**src/irfc_pkg.sv**
```systemverilog
// Shared types, constants and helpers for the infrared reply frame checker.
package irfc_pkg;

    // Payload store geometry
    localparam int STORE_DEPTH  = 64;
    localparam int STORE_AW     = 6;

    // Defaults for the top-level parameters
    localparam int DEF_MAX_PAYLOAD = 63;
    localparam int DEF_MAX_FRAME   = 4096;

    // Configuration register indexes
    localparam logic [0:0] REG_COMP_MODE = 1'b0;
    localparam logic [0:0] REG_MAX_LEN   = 1'b1;

    // Reset value of the payload limit register
    localparam logic [5:0] MAX_LEN_RESET = 6'd32;

    // Reply status codes
    typedef enum logic [1:0] {
        STAT_OK    = 2'd0,
        STAT_EMPTY = 2'd1,
        STAT_BAD   = 2'd2
    } t_status;

    // Controller states
    typedef enum logic [2:0] {
        S_IDLE,
        S_CHECK,
        S_READ,
        S_SHOW,
        S_STATUS
    } t_state;

    // Commands from controller to datapath
    typedef struct packed {
        logic take_byte;    // absorb the byte of the current input transfer
        logic do_check;     // evaluate the reply and clear the frame state
        logic read_req;     // issue a store read for the current payload index
        logic advance;      // step to the next payload index
        logic show_status;  // output carries the status item
    } t_dp_cmd;

    // Status from datapath to controller
    typedef struct packed {
        logic emit_done;    // all accepted payload bytes have been transferred
    } t_dp_sts;

    // Expected header byte at a given position
    function automatic logic [7:0] hdr_byte(input logic [1:0] pos);
        logic [7:0] b;
        case (pos)
            2'd0:    b = 8'h55;
            2'd1:    b = 8'hff;
            default: b = 8'h00;
        endcase
        return b;
    endfunction

endpackage

```
**src/irfc_ram.sv**
```systemverilog
// Generic single-write, single-read RAM with registered read data.
module irfc_ram #(
    parameter int WIDTH = 8,
    parameter int DEPTH = 64
) (
    input  logic                     i_clk,
    input  logic                     i_we,
    input  logic [$clog2(DEPTH)-1:0] i_waddr,
    input  logic [WIDTH-1:0]         i_wdata,
    input  logic                     i_re,
    input  logic [$clog2(DEPTH)-1:0] i_raddr,
    output logic [WIDTH-1:0]         o_rdata
);

    logic [WIDTH-1:0] r_mem [DEPTH];
    logic [WIDTH-1:0] r_rdata;

    // Write port, registered read port
    always_ff @(posedge i_clk) begin
        if (i_we) begin
            r_mem[i_waddr] <= i_wdata;
        end
        if (i_re) begin
            r_rdata <= r_mem[i_raddr];
        end
    end

    assign o_rdata = r_rdata;

endmodule

```
**src/irfc_dp.sv**
```systemverilog
// Datapath: frame registers, reply checks, payload store and output fields.
module irfc_dp #(
    parameter int MAX_PAYLOAD = irfc_pkg::DEF_MAX_PAYLOAD,
    parameter int MAX_FRAME   = irfc_pkg::DEF_MAX_FRAME
) (
    input  logic                i_clk,
    input  logic                i_rst_n,
    input  logic                i_cfg_wr_en,
    input  logic [0:0]          i_cfg_index,
    input  logic [5:0]          i_cfg_wdata,
    input  logic [7:0]          i_rx_byte,
    input  irfc_pkg::t_dp_cmd   i_cmd,
    output irfc_pkg::t_dp_sts   o_sts,
    output logic [7:0]          o_payload_byte,
    output logic                o_is_status,
    output logic [1:0]          o_status,
    output logic [5:0]          o_payload_length,
    output logic                o_last
);

    localparam int CNT_W = $clog2(MAX_FRAME + 1);
    localparam int OFF_W = (CNT_W > 7) ? CNT_W : 7;

    // Configuration
    logic                     r_comp_mode;
    logic [5:0]               r_max_len;

    // Frame state
    logic [CNT_W-1:0]         r_byte_count, n_byte_count;
    logic                     r_header_bad, n_header_bad;
    logic                     r_pair_bad,   n_pair_bad;
    logic [7:0]               r_sum,        n_sum;
    logic [7:0]               r_prev,       n_prev;
    logic [7:0]               r_newest,     n_newest;
    logic [7:0]               r_byte_four,  n_byte_four;
    logic [7:0]               r_byte_three, n_byte_three;

    // Check result and emission index
    irfc_pkg::t_status        r_stat,   n_stat;
    logic [5:0]               r_cnt,    n_cnt;
    logic                     r_layout, n_layout;
    logic [5:0]               r_k;

    // Store port signals
    logic                     st_we;
    logic [irfc_pkg::STORE_AW-1:0] st_waddr;
    logic [irfc_pkg::STORE_AW-1:0] st_raddr;
    logic [7:0]               st_rdata;

    // Byte intake helpers
    logic                     in_frame;
    logic [OFF_W-1:0]         off_w;
    logic [OFF_W-1:0]         half_w;
    logic                     fits;

    // Check helpers
    logic [OFF_W-1:0]         n_w;
    logic [OFF_W-1:0]         n_minus4;
    logic [OFF_W-1:0]         n_minus5;
    logic [5:0]               lim;
    logic [7:0]               sum_a;

    function automatic logic [5:0] min_lim(input logic [OFF_W-1:0] v, input logic [5:0] l);
        logic [5:0] m;
        if (v < OFF_W'(l)) begin
            m = v[5:0];
        end else begin
            m = l;
        end
        return m;
    endfunction

    // Configuration writes
    always_ff @(posedge i_clk) begin
        if (!i_rst_n) begin
            r_comp_mode <= 1'b0;
            r_max_len   <= irfc_pkg::MAX_LEN_RESET;
        end else if (i_cfg_wr_en) begin
            case (i_cfg_index)
                irfc_pkg::REG_COMP_MODE: r_comp_mode <= i_cfg_wdata[0];
                irfc_pkg::REG_MAX_LEN:   r_max_len   <= i_cfg_wdata;
                default: ;
            endcase
        end
    end

    // Decode the position of the incoming byte
    always_comb begin
        in_frame = r_byte_count < CNT_W'(MAX_FRAME);
        off_w    = OFF_W'(r_byte_count) - OFF_W'(3);
        half_w   = off_w >> 1;
        if (r_comp_mode) begin
            fits     = r_byte_count[0] && (half_w < OFF_W'(irfc_pkg::STORE_DEPTH));
            st_waddr = half_w[irfc_pkg::STORE_AW-1:0];
        end else begin
            fits     = off_w < OFF_W'(irfc_pkg::STORE_DEPTH);
            st_waddr = off_w[irfc_pkg::STORE_AW-1:0];
        end
        st_we = i_cmd.take_byte && in_frame && (r_byte_count >= CNT_W'(3)) && fits;
    end

    // Absorb a byte, or clear the frame after the check
    always_comb begin
        n_byte_count = r_byte_count;
        n_header_bad = r_header_bad;
        n_pair_bad   = r_pair_bad;
        n_sum        = r_sum;
        n_prev       = r_prev;
        n_newest     = r_newest;
        n_byte_four  = r_byte_four;
        n_byte_three = r_byte_three;
        if (i_cmd.do_check) begin
            n_byte_count = '0;
            n_header_bad = 1'b0;
            n_pair_bad   = 1'b0;
            n_sum        = '0;
            n_prev       = '0;
            n_newest     = '0;
            n_byte_four  = '0;
        end else if (i_cmd.take_byte && in_frame) begin
            if (r_byte_count < CNT_W'(3)) begin
                if (i_rx_byte != irfc_pkg::hdr_byte(r_byte_count[1:0])) begin
                    n_header_bad = 1'b1;
                end
            end else if (r_comp_mode) begin
                if (r_byte_count[0]) begin
                    n_sum = r_sum + i_rx_byte;
                end else if (i_rx_byte != ~r_newest) begin
                    n_pair_bad = 1'b1;
                end
            end else begin
                n_sum = r_sum + i_rx_byte;
                if (r_byte_count == CNT_W'(4)) begin
                    n_byte_four = i_rx_byte;
                end
            end
            if (r_byte_count == CNT_W'(3)) begin
                n_byte_three = i_rx_byte;
            end
            n_prev       = r_newest;
            n_newest     = i_rx_byte;
            n_byte_count = r_byte_count + CNT_W'(1);
        end
    end

    // Evaluate the reply against the layouts
    always_comb begin
        n_w      = OFF_W'(r_byte_count);
        n_minus4 = n_w - OFF_W'(4);
        n_minus5 = n_w - OFF_W'(5);
        lim      = (r_max_len < 6'(MAX_PAYLOAD)) ? r_max_len : 6'(MAX_PAYLOAD);
        sum_a    = r_sum - r_newest;
        n_stat   = irfc_pkg::STAT_BAD;
        n_cnt    = '0;
        n_layout = 1'b0;
        if (n_w == '0) begin
            n_stat = irfc_pkg::STAT_EMPTY;
        end else if (r_comp_mode) begin
            if ((n_w >= OFF_W'(5)) && n_w[0] && !r_header_bad && !r_pair_bad &&
                (r_prev == 8'(r_sum - r_prev))) begin
                n_stat = irfc_pkg::STAT_OK;
                n_cnt  = min_lim(n_minus5 >> 1, lim);
            end
        end else if ((n_w >= OFF_W'(4)) && !r_header_bad) begin
            if (r_newest == sum_a) begin
                n_stat = irfc_pkg::STAT_OK;
                n_cnt  = min_lim(n_minus4, lim);
            end else if ((n_w >= OFF_W'(5)) && (r_prev == 8'(sum_a - r_prev))) begin
                n_stat = irfc_pkg::STAT_OK;
                n_cnt  = min_lim(n_minus5, lim);
            end else if ((n_w >= OFF_W'(6)) && (r_byte_three == ~r_byte_four) &&
                         (r_newest == 8'(sum_a - r_byte_four))) begin
                n_stat   = irfc_pkg::STAT_OK;
                n_cnt    = min_lim(n_minus5, lim);
                n_layout = 1'b1;
            end
        end
    end

    // Frame registers
    always_ff @(posedge i_clk) begin
        if (!i_rst_n) begin
            r_byte_count <= '0;
            r_header_bad <= 1'b0;
            r_pair_bad   <= 1'b0;
            r_sum        <= '0;
            r_prev       <= '0;
            r_newest     <= '0;
            r_byte_four  <= '0;
            r_byte_three <= '0;
        end else begin
            r_byte_count <= n_byte_count;
            r_header_bad <= n_header_bad;
            r_pair_bad   <= n_pair_bad;
            r_sum        <= n_sum;
            r_prev       <= n_prev;
            r_newest     <= n_newest;
            r_byte_four  <= n_byte_four;
            r_byte_three <= n_byte_three;
        end
    end

    // Hold the check result; step the emission index
    always_ff @(posedge i_clk) begin
        if (!i_rst_n) begin
            r_stat   <= irfc_pkg::STAT_OK;
            r_cnt    <= '0;
            r_layout <= 1'b0;
            r_k      <= '0;
        end else if (i_cmd.do_check) begin
            r_stat   <= n_stat;
            r_cnt    <= n_cnt;
            r_layout <= n_layout;
            r_k      <= '0;
        end else if (i_cmd.advance) begin
            r_k      <= r_k + 6'd1;
        end
    end

    // Skip the opcode complement when the third layout matched
    assign st_raddr = (r_layout && (r_k != '0)) ? (r_k + 6'd1) : r_k;

    irfc_ram #(
        .WIDTH (8),
        .DEPTH (irfc_pkg::STORE_DEPTH)
    ) u_store (
        .i_clk   (i_clk),
        .i_we    (st_we),
        .i_waddr (st_waddr),
        .i_wdata (i_rx_byte),
        .i_re    (i_cmd.read_req),
        .i_raddr (st_raddr),
        .o_rdata (st_rdata)
    );

    assign o_sts.emit_done = (r_k == r_cnt);

    // Output fields
    assign o_payload_byte   = i_cmd.show_status ? 8'h00 : st_rdata;
    assign o_is_status      = i_cmd.show_status;
    assign o_last           = i_cmd.show_status;
    assign o_status         = i_cmd.show_status ? r_stat : irfc_pkg::STAT_OK;
    assign o_payload_length = i_cmd.show_status ? r_cnt : 6'd0;

endmodule

```
**config.mk**
```make
export PLATFORM = sky130hd
export DESIGN_NAME = irfc_dp
export DESIGN_NICKNAME = d
export VERILOG_FILES = /design/src/irfc_pkg.sv /design/src/irfc_ram.sv /design/src/irfc_dp.sv
export SDC_FILE = /design/constraint.sdc
export NUM_CORES = 1
export LEC_CHECK = 0
export BUFFER_PORTS_ARGS = -buffer_cell sky130_fd_sc_hd__buf_2
export CELL_PAD_IN_SITES_DETAIL_PLACEMENT = 1
export CELL_PAD_IN_SITES_GLOBAL_PLACEMENT = 2
export CORE_MARGIN = 2
export CORE_UTILIZATION = 47
export CTS_CLUSTER_DIAMETER = 50
export CTS_CLUSTER_SIZE = 16
export DETAILED_ROUTE_END_ITERATION = 8
export GPL_TIMING_DRIVEN = 1
export PLACE_DENSITY_LB_ADDON = 0.1
export SLEW_MARGIN = 40
export SYNTH_ARGS = -nofsm -noshare
export SYNTH_HDL_FRONTEND = slang
export SYNTH_HIERARCHICAL = 1
export SYNTH_SLANG_ARGS = --single-unit
```
**constraint.sdc**
```tcl
create_clock -name i_clk -period 4.29 [get_ports i_clk]
set_clock_uncertainty 0.2 [all_clocks]
set_input_delay 0.858 -clock i_clk [delete_from_list [all_inputs] [get_ports i_clk]]
set_output_delay 0.858 -clock i_clk [all_outputs]
set_load 0.02 [all_outputs]
```
Yosys cells after proc, flatten, opt, wreduce, memory -nomap -nowiden --
Memory sizes are Yosys's and may differ from the RTL's. A register that Yosys moved wholly into a read port is not among the register bits. Index checks and enable logic that the tools add are counted.
Storage, ports and cells: bits in registers 77, bits in latches 0, RAM bits 512, ROM bits 0, input bits 23, logic and storage cells 121, memories 1
Operators by class: $add $sub $neg 10, multipliers 0, divide/modulo/power cells 0, order comparisons 12, equality and inequality tests 12, shift-type cells 0, muxes and demuxes 38, bitwise logic cells 8, reductions and logical operators 26
Memory list:
- u_store.r_mem | depth 64, width 8, read ports 1, clocked after memory_dff 1, wr ports 1, RTL line irfc_ram.sv:15 | logic [WIDTH-1:0] r_mem [DEPTH];
Operators by type and width (number):
- $mux W6 | 14
- $mux W8 | 6
- $eq A8 B8 Y1 | 5
- $ge A13 B3 Y1 const B | 3
- $sub A8 B8 Y8 | 4
- $lt A13 B6 Y1 | 2
- $sub A13 B3 Y13 const B | 2
- $mux W2 | 8
- $ne A8 B8 Y1 | 2
- $not A8 Y8 | 2
- $pmux W8 S2 | 1
- $add A13 B1 Y13 const B | 1
- $eq A13 B2 Y1 const B | 1
- $eq A13 B3 Y1 const B | 1
- $ge A13 B2 Y1 const B | 1
- $logic_and A1 B1 Y1 | 13
- $logic_not A13 Y1 | 1
- $lt A13 B13 Y1 const B | 1
- $lt A13 B2 Y1 const B | 1
- $lt A13 B7 Y1 const B | 1
- $sub A13 B2 Y13 const B | 1
- $lt A12 B6 Y1 | 1
- $lt A12 B7 Y1 const B | 1
- $mux W1 | 9
- 15 further kinds | 24

Longest topological paths before layout --
Gate-level depths: netlist of the first run.
word-level depth 10, mapped depth 16

Hierarchy --
The synthesis of the first run kept the hierarchy.
Modules (own cells, without submodules):
- irfc_ram | instances 1, cells each 940, area each 20246.9 um^2, seq. area each 15615.0 um^2
- irfc_dp | instances 1, cells each 840, area each 6737.7 um^2, seq. area each 1521.5 um^2

Worst setup path before layout of the first run --
Ideal clock, no wire load.
path type register to register, start reg r_byte_count[2] (netlist: n_w[2]), end mem u_store.r_mem[49][0] (enable), library setup time 0.383 ns, arrival 2.916 ns, required time 3.707 ns, path slack 0.790 ns, stages on the path, launching flop included 12, buffers on the path 1, period minus slack after synthesis 3.500 ns, cells stage by stage dfxtp_1 -> clkbuf_1 -> inv_1 -> ha_1 -> nor3b_1 -> nand2_1 -> xnor2_1 -> nor2_1 -> a21oi_1 -> nor2b_1 -> nand4_1 -> nor3_1
RTL lines:
- from (decl) | RTL line irfc_dp.sv:29 | logic [CNT_W-1:0] r_byte_count, n_byte_count;
- from (signal assigned) | RTL line irfc_dp.sv:192 | r_byte_count <= n_byte_count;
- $sub A13 B2 Y13 | RTL line irfc_dp.sv:90 | off_w = OFF_W'(r_byte_count) - OFF_W'(3);
- $mux W6 | RTL line irfc_dp.sv:92 | if (r_comp_mode) begin
- net st_waddr, one bit | RTL line irfc_dp.sv:46 | logic [irfc_pkg::STORE_AW-1:0] st_waddr;
- to (decl) | RTL line irfc_ram.sv:15
The timed path passes the listed nets, and every way through them passes these cells.

Worst setup path after layout of the first run --
start reg r_sum[1], end reg r_cnt[4]
On the way: longest elaborated chain between the ends 10
Ends and longest elaborated chain:
- from (decl) | RTL line irfc_dp.sv:32 | logic [7:0] r_sum, n_sum;
- from (signal assigned) | RTL line irfc_dp.sv:195 | r_sum <= n_sum;
- $sub A8 B8 Y8 | RTL line irfc_dp.sv:152 | sum_a = r_sum - r_newest;
- $sub A8 B8 Y8 | RTL line irfc_dp.sv:172 | (r_newest == 8'(sum_a - r_byte_four))) begin
- $eq A8 B8 Y1 | RTL line irfc_dp.sv:172
- $logic_and A1 B1 Y1 | RTL line irfc_dp.sv:171 | end else if ((n_w >= OFF_W'(6)) && (r_byte_three == ~r_byte_four) &&
- $mux W6 | RTL line irfc_dp.sv:171
- $mux W6 | RTL line irfc_dp.sv:168 | end else if ((n_w >= OFF_W'(5)) && (r_prev == 8'(sum_a - r_prev))) begin
- $mux W6 | RTL line irfc_dp.sv:165 | if (r_newest == sum_a) begin
- $mux W6 | RTL line irfc_dp.sv:164 | end else if ((n_w >= OFF_W'(4)) && !r_header_bad) begin
- $mux W6 * | RTL line irfc_dp.sv:158 | end else if (r_comp_mode) begin
- $mux W6 * | RTL line irfc_dp.sv:156 | if (n_w == '0) begin
- to (signal assigned) | RTL line irfc_dp.sv:212 | r_cnt <= n_cnt;
- to (decl) | RTL line irfc_dp.sv:40 | logic [5:0] r_cnt, n_cnt;
Mark *: on every way between the ends. The rest lies on a longest branch, timed or not. A chain may end at the register's enable or synchronous reset.

==> qor.txt, run 1 <==
outcome: completed
largest net degree at the start of global routing: 70
Yosys cell types: 89
Worst Tran Pin Value: 785.5 ps
Final Slew Violations: 0
Mapped Area: 26980 um2
Synth Area in Compound Gates: 5.801%
Sum Neg Setup Slack: 0 ps
P&R area growth vs syn: 14.45%
DRC viols: 0
Worst-path clk slew: 60 ps
Max-cap violations: 0
post-DR wirelength/cell: 27.05 um
critical path class: reg2reg
asr flop ratio synth: 0%
main flop type after synthesis: edfxtp_1
First DRT Iteration DRCs: 1191
main combinational cell family by area after synthesis: multiplexers
Worst Hold Class: reg2reg
routed via count: 15970
Final Cycle Share: 92.38%
CP Data Arrival Time: 4350 ps
adder-cell share of the synthesized area: 3.153%
DR vias/cell: 5.851
hold_sp: r_stat[1]
Die H: 243.6 um
leakage: 10.26 nW
slowest CP cell: nor4_1
starting density of the core: 47.67%
gr ovfl total: 0
Design Area, Final: 30880 um2
chip width: 243.6 um
# port buffers: 41
Finished Layout Cells: 2729
Seq/Total Area, Yosys: 63.50%
Most common cell on crit path: xnor2_1
top cells by count, synth: edfxtp_1, nor2_1, mux4_2, nand2_1, dfxtp_1
DRT met1 WL: 32020 um
Core Area: 56600 um2
synth warn: 6
IO Pins: 42
GPL Wtd Cong: 0.8587
final core utilization: 54.56%
reg2reg setup slack: 330 ps
clock buffer count from CTS: 60
post-CTS setup buffers: 0
final WL: 73820 um
top-area cell type share of the netlist area: 57.87%
Yosys top cell by area: edfxtp_1
number of global-route vias before repair: 17050
Synth Instances: 1780
worst r2r dst: r_cnt[4]
max incr delay on CP: 550 ps
fmax: 0.2523 GHz
crit path max fanout: 6
Yosys reg bits: 596
RSZ-0062 raised after global routing: no
top sig layer: met5
remaining antenna violation count after routing: 0
Slew HR: 46.28%
global-route wire length before repair: 112300 um
Fin. Hold Viols: 0
CP Capture Type: flip-flop
1st-pass router iterations: 6
DP HPWL: 50880 um
Final min period: 3963 ps
ratio of cells with drive above 1 in the final layout: 22.92%
clk_lat worst skew: 640 ps
pwr dens: 404.0 nW/um2
maximum vdd drop: 0.0003499 V
Post-CTS Resized: 0
H-tree depth: 2
Syn Area/Cell: 15.16 um2
worst path cell trace: inv_1, fa_1, nand2b_1, o2bb2ai_1, xnor2_1, ha_1, xor2_1, xnor2_1, nor4_1, nand4_1, a2111oi_0, o31a_1
XOR/XNOR Fraction of Synth Area: 3.640%
CP startpoint kind: flip-flop
Data required, critical path: 4680 ps
syn nets: 1868
Simple-Gate Fraction of Synth Area: 8.374%
Root Driver: clkbuf_16
num rows: 87
placed cell areas: 28790 um2
number of enable flip-flop cells after synthesis: 520
Top Family by Delay on Critical Path: simple AND/OR/NAND/NOR gates
nets: 2012
endpoints failing setup: 0
Tot GR Track Use: 25.45%
CTS sink cnt: 596
die area: 59350 um2
largest cells by area after synthesis: edfxtp_1, mux4_2, dfxtp_1, ha_1, xnor2_1
hold path endpoint: r_stat[1]
Cell Count Post-Placement: 2618
Post-CTS Hold Buffers: 0
initial antenna violation count: 2
CTS tree: built
Crit path buffers/inverters: 1
Clock Path Buffers: 3
WL met3: 3237 um
Hold Path Cell Cnt: 2
mux share of post-synthesis cell area: 13.04%
reg-to-reg startpoint: r_sum[1]
top-count cell post-synth: edfxtp_1
reg2reg path depth: 12
met2 wire len: 36440 um
fillers: 5396
[stage by stage]
stage / power [mW] / hold slack [ps] / worst slack, ps
2_1_floorplan: 6.867 / 216.6 / 790.2
3_3_place_gp: 7.126 / 236.9 / 212.5
3_5_place_dp: 7.142 / 267.4 / 281.2
4_1_cts: 12.60 / 243.1 / 305.6
5_1_grt: 12.87 / 279.7 / 23.78
6_report: 12.48 / 280.9 / 326.7
[worst max-delay path by stage]
| stage | startpoint | to | slack, ps | cells after the start |
|---|---|---|---|---|
| floorplan | n_w[2] | u_store/r_mem[49][0] | 790 | 11 |
| global placement | r_k[2] | u_store/o_rdata[0] | 210 | 8 |
| detailed placement | r_sum[1] | r_cnt[4] | 280 | 12 |
| CTS | r_sum[1] | r_cnt[4] | 310 | 12 |
| global route | r_sum[1] | r_cnt[4] | 20 | 13 |
| finish | r_sum[1] | r_cnt[4] | 330 | 12 |
[power breakdown]
group / switching [mW] / leakage, nW / internal, mW / total [mW]
clock: 2.48 / 0.996 / 2.99 / 5.47
combinational: 0.419 / 3.97 / 0.265 / 0.684
sequential: 0.0165 / 5.29 / 6.30 / 6.32
total: 2.92 / 10.3 / 9.56 / 12.5
[area by class of cell]
class,count,area [um2],share of cell area [%]
inverter,47,176.4,0.5712
clock buffer,68,1531,4.959
timing repair buffer,177,1313,4.250
tap,756,945.9,3.063
sequential,596,17140,55.49
multi-input combinational,1042,9233,29.90
clock inverter,42,545.5,1.766
antenna,1,2.502,0.008103
[flip-flops by register name, indices dropped and copies added (netlist names)]
register	count
r_max_len	6
r_layout	1
n_w	13
r_stat	2
r_byte_three	8
r_cnt	6
r_sum	8
r_comp_mode	1
r_byte_four	8
u_store/r_mem	512
u_store/o_rdata	8
r_k	6
r_prev	7
r_newest	8
r_pair_bad	1
r_header_bad	1
[metal layers]
layer / up-vias / GRT usage, %
met4: 2 / 7.227
met1: 8336 / 34.63
met2: 346 / 42.74
met3: 114 / 3.855
li1: 7170 / -
met5: - / 0
[worst reg2reg max path, stage by stage, from the launching register on]
cell	delay [ps]
dfxtp_1	470
inv_1	140
fa_1	460
nand2b_1	180
o2bb2ai_1	220
xnor2_1	270
ha_1	340
xor2_1	180
xnor2_1	130
nor4_1	550
nand4_1	180
a2111oi_0	440
o31a_1	180
[placed cells by master (no fill, tap or decap), types with 7 or more instances in the layout]
master,instances
or3_1,7
a21oi_1,53
nor4_1,14
o221ai_1,9
inv_1,47
nor3_1,27
nand4_1,15
inv_8,7
o22ai_1,9
nand3_1,40
ha_1,60
o21ai_1,10
buf_2,43
o21ai_0,26
a21o_1,8
xnor2_1,70
o21a_1,9
xor2_1,33
mux2i_1,50
clkbuf_1,8
mux4_2,126
and3_1,12
nor2b_1,41
nand2_1,95
nor2_1,140
mux2_2,14
edfxtp_1,520
clkbuf_16,60
and2_1,11
a21boi_0,8
buf_12,7
inv_6,8
dfxtp_1,76
buf_4,126
nand2b_1,21
a221oi_1,7
[cell families after synthesis]
kind of cell,after synthesis
buf+inv,142
xor+xnor,109
simple gates,458
mux,192
flops,596
compound gates,218
fa+ha+maj,65
Note: power is estimated with default switching activity, not from simulation.
==> inputs of run 2 (changes only) <==
--- a/config.mk
+++ b/config.mk
@@ -9,7 +9,8 @@
 export CELL_PAD_IN_SITES_DETAIL_PLACEMENT = 1
 export CELL_PAD_IN_SITES_GLOBAL_PLACEMENT = 2
 export CORE_MARGIN = 2
-export CORE_UTILIZATION = 47
+export CORE_UTILIZATION = 49
+export CTS_BUF_LIST = sky130_fd_sc_hd__clkbuf_4 sky130_fd_sc_hd__clkbuf_8
 export CTS_CLUSTER_DIAMETER = 50
 export CTS_CLUSTER_SIZE = 16
 export DETAILED_ROUTE_END_ITERATION = 8
==> qor.txt, run 2 (same netlist as run 1, synthesis figures left out) <==
Final min period: 3956 ps (-6.889 ps)
reg2reg setup slack: 330 ps (about the same)
Worst-path clk slew: 90 ps (+30 ps)
Data required, critical path: 4450 ps (-230 ps)
largest net degree at the start of global routing: 67 (-4.3%)
Top Family by Delay on Critical Path: simple AND/OR/NAND/NOR gates
clock buffer count from CTS: 60 (unchanged)
worst path cell trace: inv_1, ha_1, nor3b_1, nand2_1, xnor2_1, o21ai_0, nand4b_1, nor2_1, buf_4, nand4_1, nor2_1
nets: 2022 (+0.50%)
Design Area, Final: 30200 um2 (-2.2%)
fmax: 0.2528 GHz (+0.17%)
CP Data Arrival Time: 4120 ps (-230 ps)
Pwr Total: 11.01 mW (-12%)
IO Pins: 42 (unchanged)
Max-cap violations: 0 (unchanged)
1st-pass router iterations: 5 (-1)
Post-CTS Hold Buffers: 0 (unchanged)
endpoints failing setup: 0 (unchanged)
Fin. Hold Viols: 0 (unchanged)
GPL Wtd Cong: 0.8649 (+0.72%)
Sum Neg Setup Slack: 0 ps (unchanged)
Tot GR Track Use: 26.05% (+0.61 points)
Crit path buffers/inverters: 2 (+1)
H-tree depth: 2 (unchanged)
post-DR wirelength/cell: 27.03 um (about the same)
Crit path depth: 11 (-1)
Setup crit start: n_w[3]
Post-CTS Resized: 0 (unchanged)
Clock Path Buffers: 3 (unchanged)
Core Area: 54770 um2 (-3.2%)
DR vias/cell: 5.956 (+1.8%)
chip width: 238.7 um (-2.0%)
Finished Layout Cells: 2686 (-1.6%)
Cell Count Post-Placement: 2576 (-1.6%)
final WL: 72590 um (-1.7%)
max incr delay on CP: 710 ps (+160 ps)
Worst Hold Class: in2reg
reg2reg path depth: 11 (-1)
clk_lat worst skew: 720 ps (+80 ps)
post-CTS setup buffers: 0 (unchanged)
Most common cell on crit path: nor2_1
First DRT Iteration DRCs: 1113 (-6.5%)
number of global-route vias before repair: 16770 (-1.6%)
CTS tree: built
P&R area growth vs syn: 11.93%
Die H: 238.7 um (-2.0%)
gr ovfl total: 0 (unchanged)
Root Driver: clkbuf_8
Worst Tran Pin Value: 801.8 ps (+16.26 ps)
Slew HR: 46.35% (+0.073 points)
most frequent cells in the layout: edfxtp_1, nor2_1, buf_4
die area: 56960 um2 (-4.0%)
crit path max fanout: 12 (+6)
CP startpoint kind: flip-flop
leakage: 10.02 nW (-2.3%)
maximum vdd drop: 0.0002412 V (-31%)
starting density of the core: 49.27% (+1.6 points)
outcome: completed
commonest non-fill, non-tap cell in the layout: edfxtp_1
pwr dens: 364.6 nW/um2 (-9.8%)
Final Cycle Share: 92.22% (-0.16 points)
# port buffers: 41 (unchanged)
fillers: 5195 (-3.7%)
CTS sink cnt: 596 (unchanged)
routed via count: 16000 (+0.18%)
reg-to-reg startpoint: n_w[3]
Largest register FFs: 512 (unchanged)
Final Slew Violations: 0 (unchanged)
critical path class: reg2reg
global-route wire length before repair: 108500 um (-3.4%)
worst r2r dst: u_store/r_mem[39][7]
remaining antenna violation count after routing: 0 (unchanged)
num rows: 86 (-1.1%)
CP Capture Type: flip-flop
slowest CP cell: nor2_1
Top reg by flops: u_store/r_mem
initial antenna violation count: 3 (+1)
Hold Path Cell Cnt: 3 (+1)
DP HPWL: 50580 um (-0.57%)
DRC viols: 0 (unchanged)
ratio of cells with drive above 1 in the final layout: 23.78% (+0.85 points)
end of the critical path: u_store/r_mem[39][7]
placed cell areas: 28800 um2 (about the same)
run 2: changes by cell type in the layout (fill, tap and decap cells not counted), moves of 3 or more:
cell | before | now
clkbuf_8 | 0 | 62
clkbuf_16 | 60 | 0
buf_4 | 126 | 140
clkbuf_1 | 8 | 0
clkbuf_4 | 0 | 6
inv_6 | 8 | 4
clkinv_8 | 5 | 8
run 2: cell type report:
cell class              instances  area (um2)  area share (%)
clock buffers                  68       898.4           2.974
inverters                      47       176.4          0.5841
diodes                          1       2.502        0.008285
multi-input cells            1042        9249           30.62
repair buffers                187        1376           4.557
well taps                     704       880.8           2.916
flip-flops and latches        596       17140           56.74
clock inverters                41       483.0           1.599
run 2: how the worst min path moves through the flow:
stage	startpoint	endpoint	slack, ps
after floorplan	r_stat[1]	r_stat[1]	220
after global placement	r_stat[1]	r_stat[1]	240
after detailed placement	r_stat[1]	r_stat[1]	250
after CTS	i_cfg_wdata[2]	r_max_len[2]	170
after global routing	i_cfg_wdata[2]	r_max_len[2]	190
final	i_cfg_wdata[2]	r_max_len[2]	230
run 2: through the flow:
step	setup slack, ps	utilization [%]	hold WS, ps
detailed placement	221.1	52.58	246.8
global route	-4.625	55.14	187.4
global placement	248.8	52.56	236.0
CTS	170.9	55.10	167.1
finish	333.6	55.14	229.9
floorplan	790.2	-	216.6
run 2: worst min-delay path: stages:
cell and delay, ps:
buf_2 100, nand3_1 50, a21boi_0 60
run 2: power by group:
| part | switching [mW] | internal [mW] |
|---|---|---|
| clock network | 2.28 | 1.73 |
| logic | 0.420 | 0.266 |
| registers | 0.0164 | 6.30 |
| total | 2.72 | 8.29 |
run 2: per-layer routing:
layer	vias to the layer above	global-route usage [%]	wire length, um
li1	7173	-	-
met1	8306	34.82	30620
met2	407	43.53	35900
met3	111	4.654	3685
met5	-	0	0
met4	0	8.258	2383
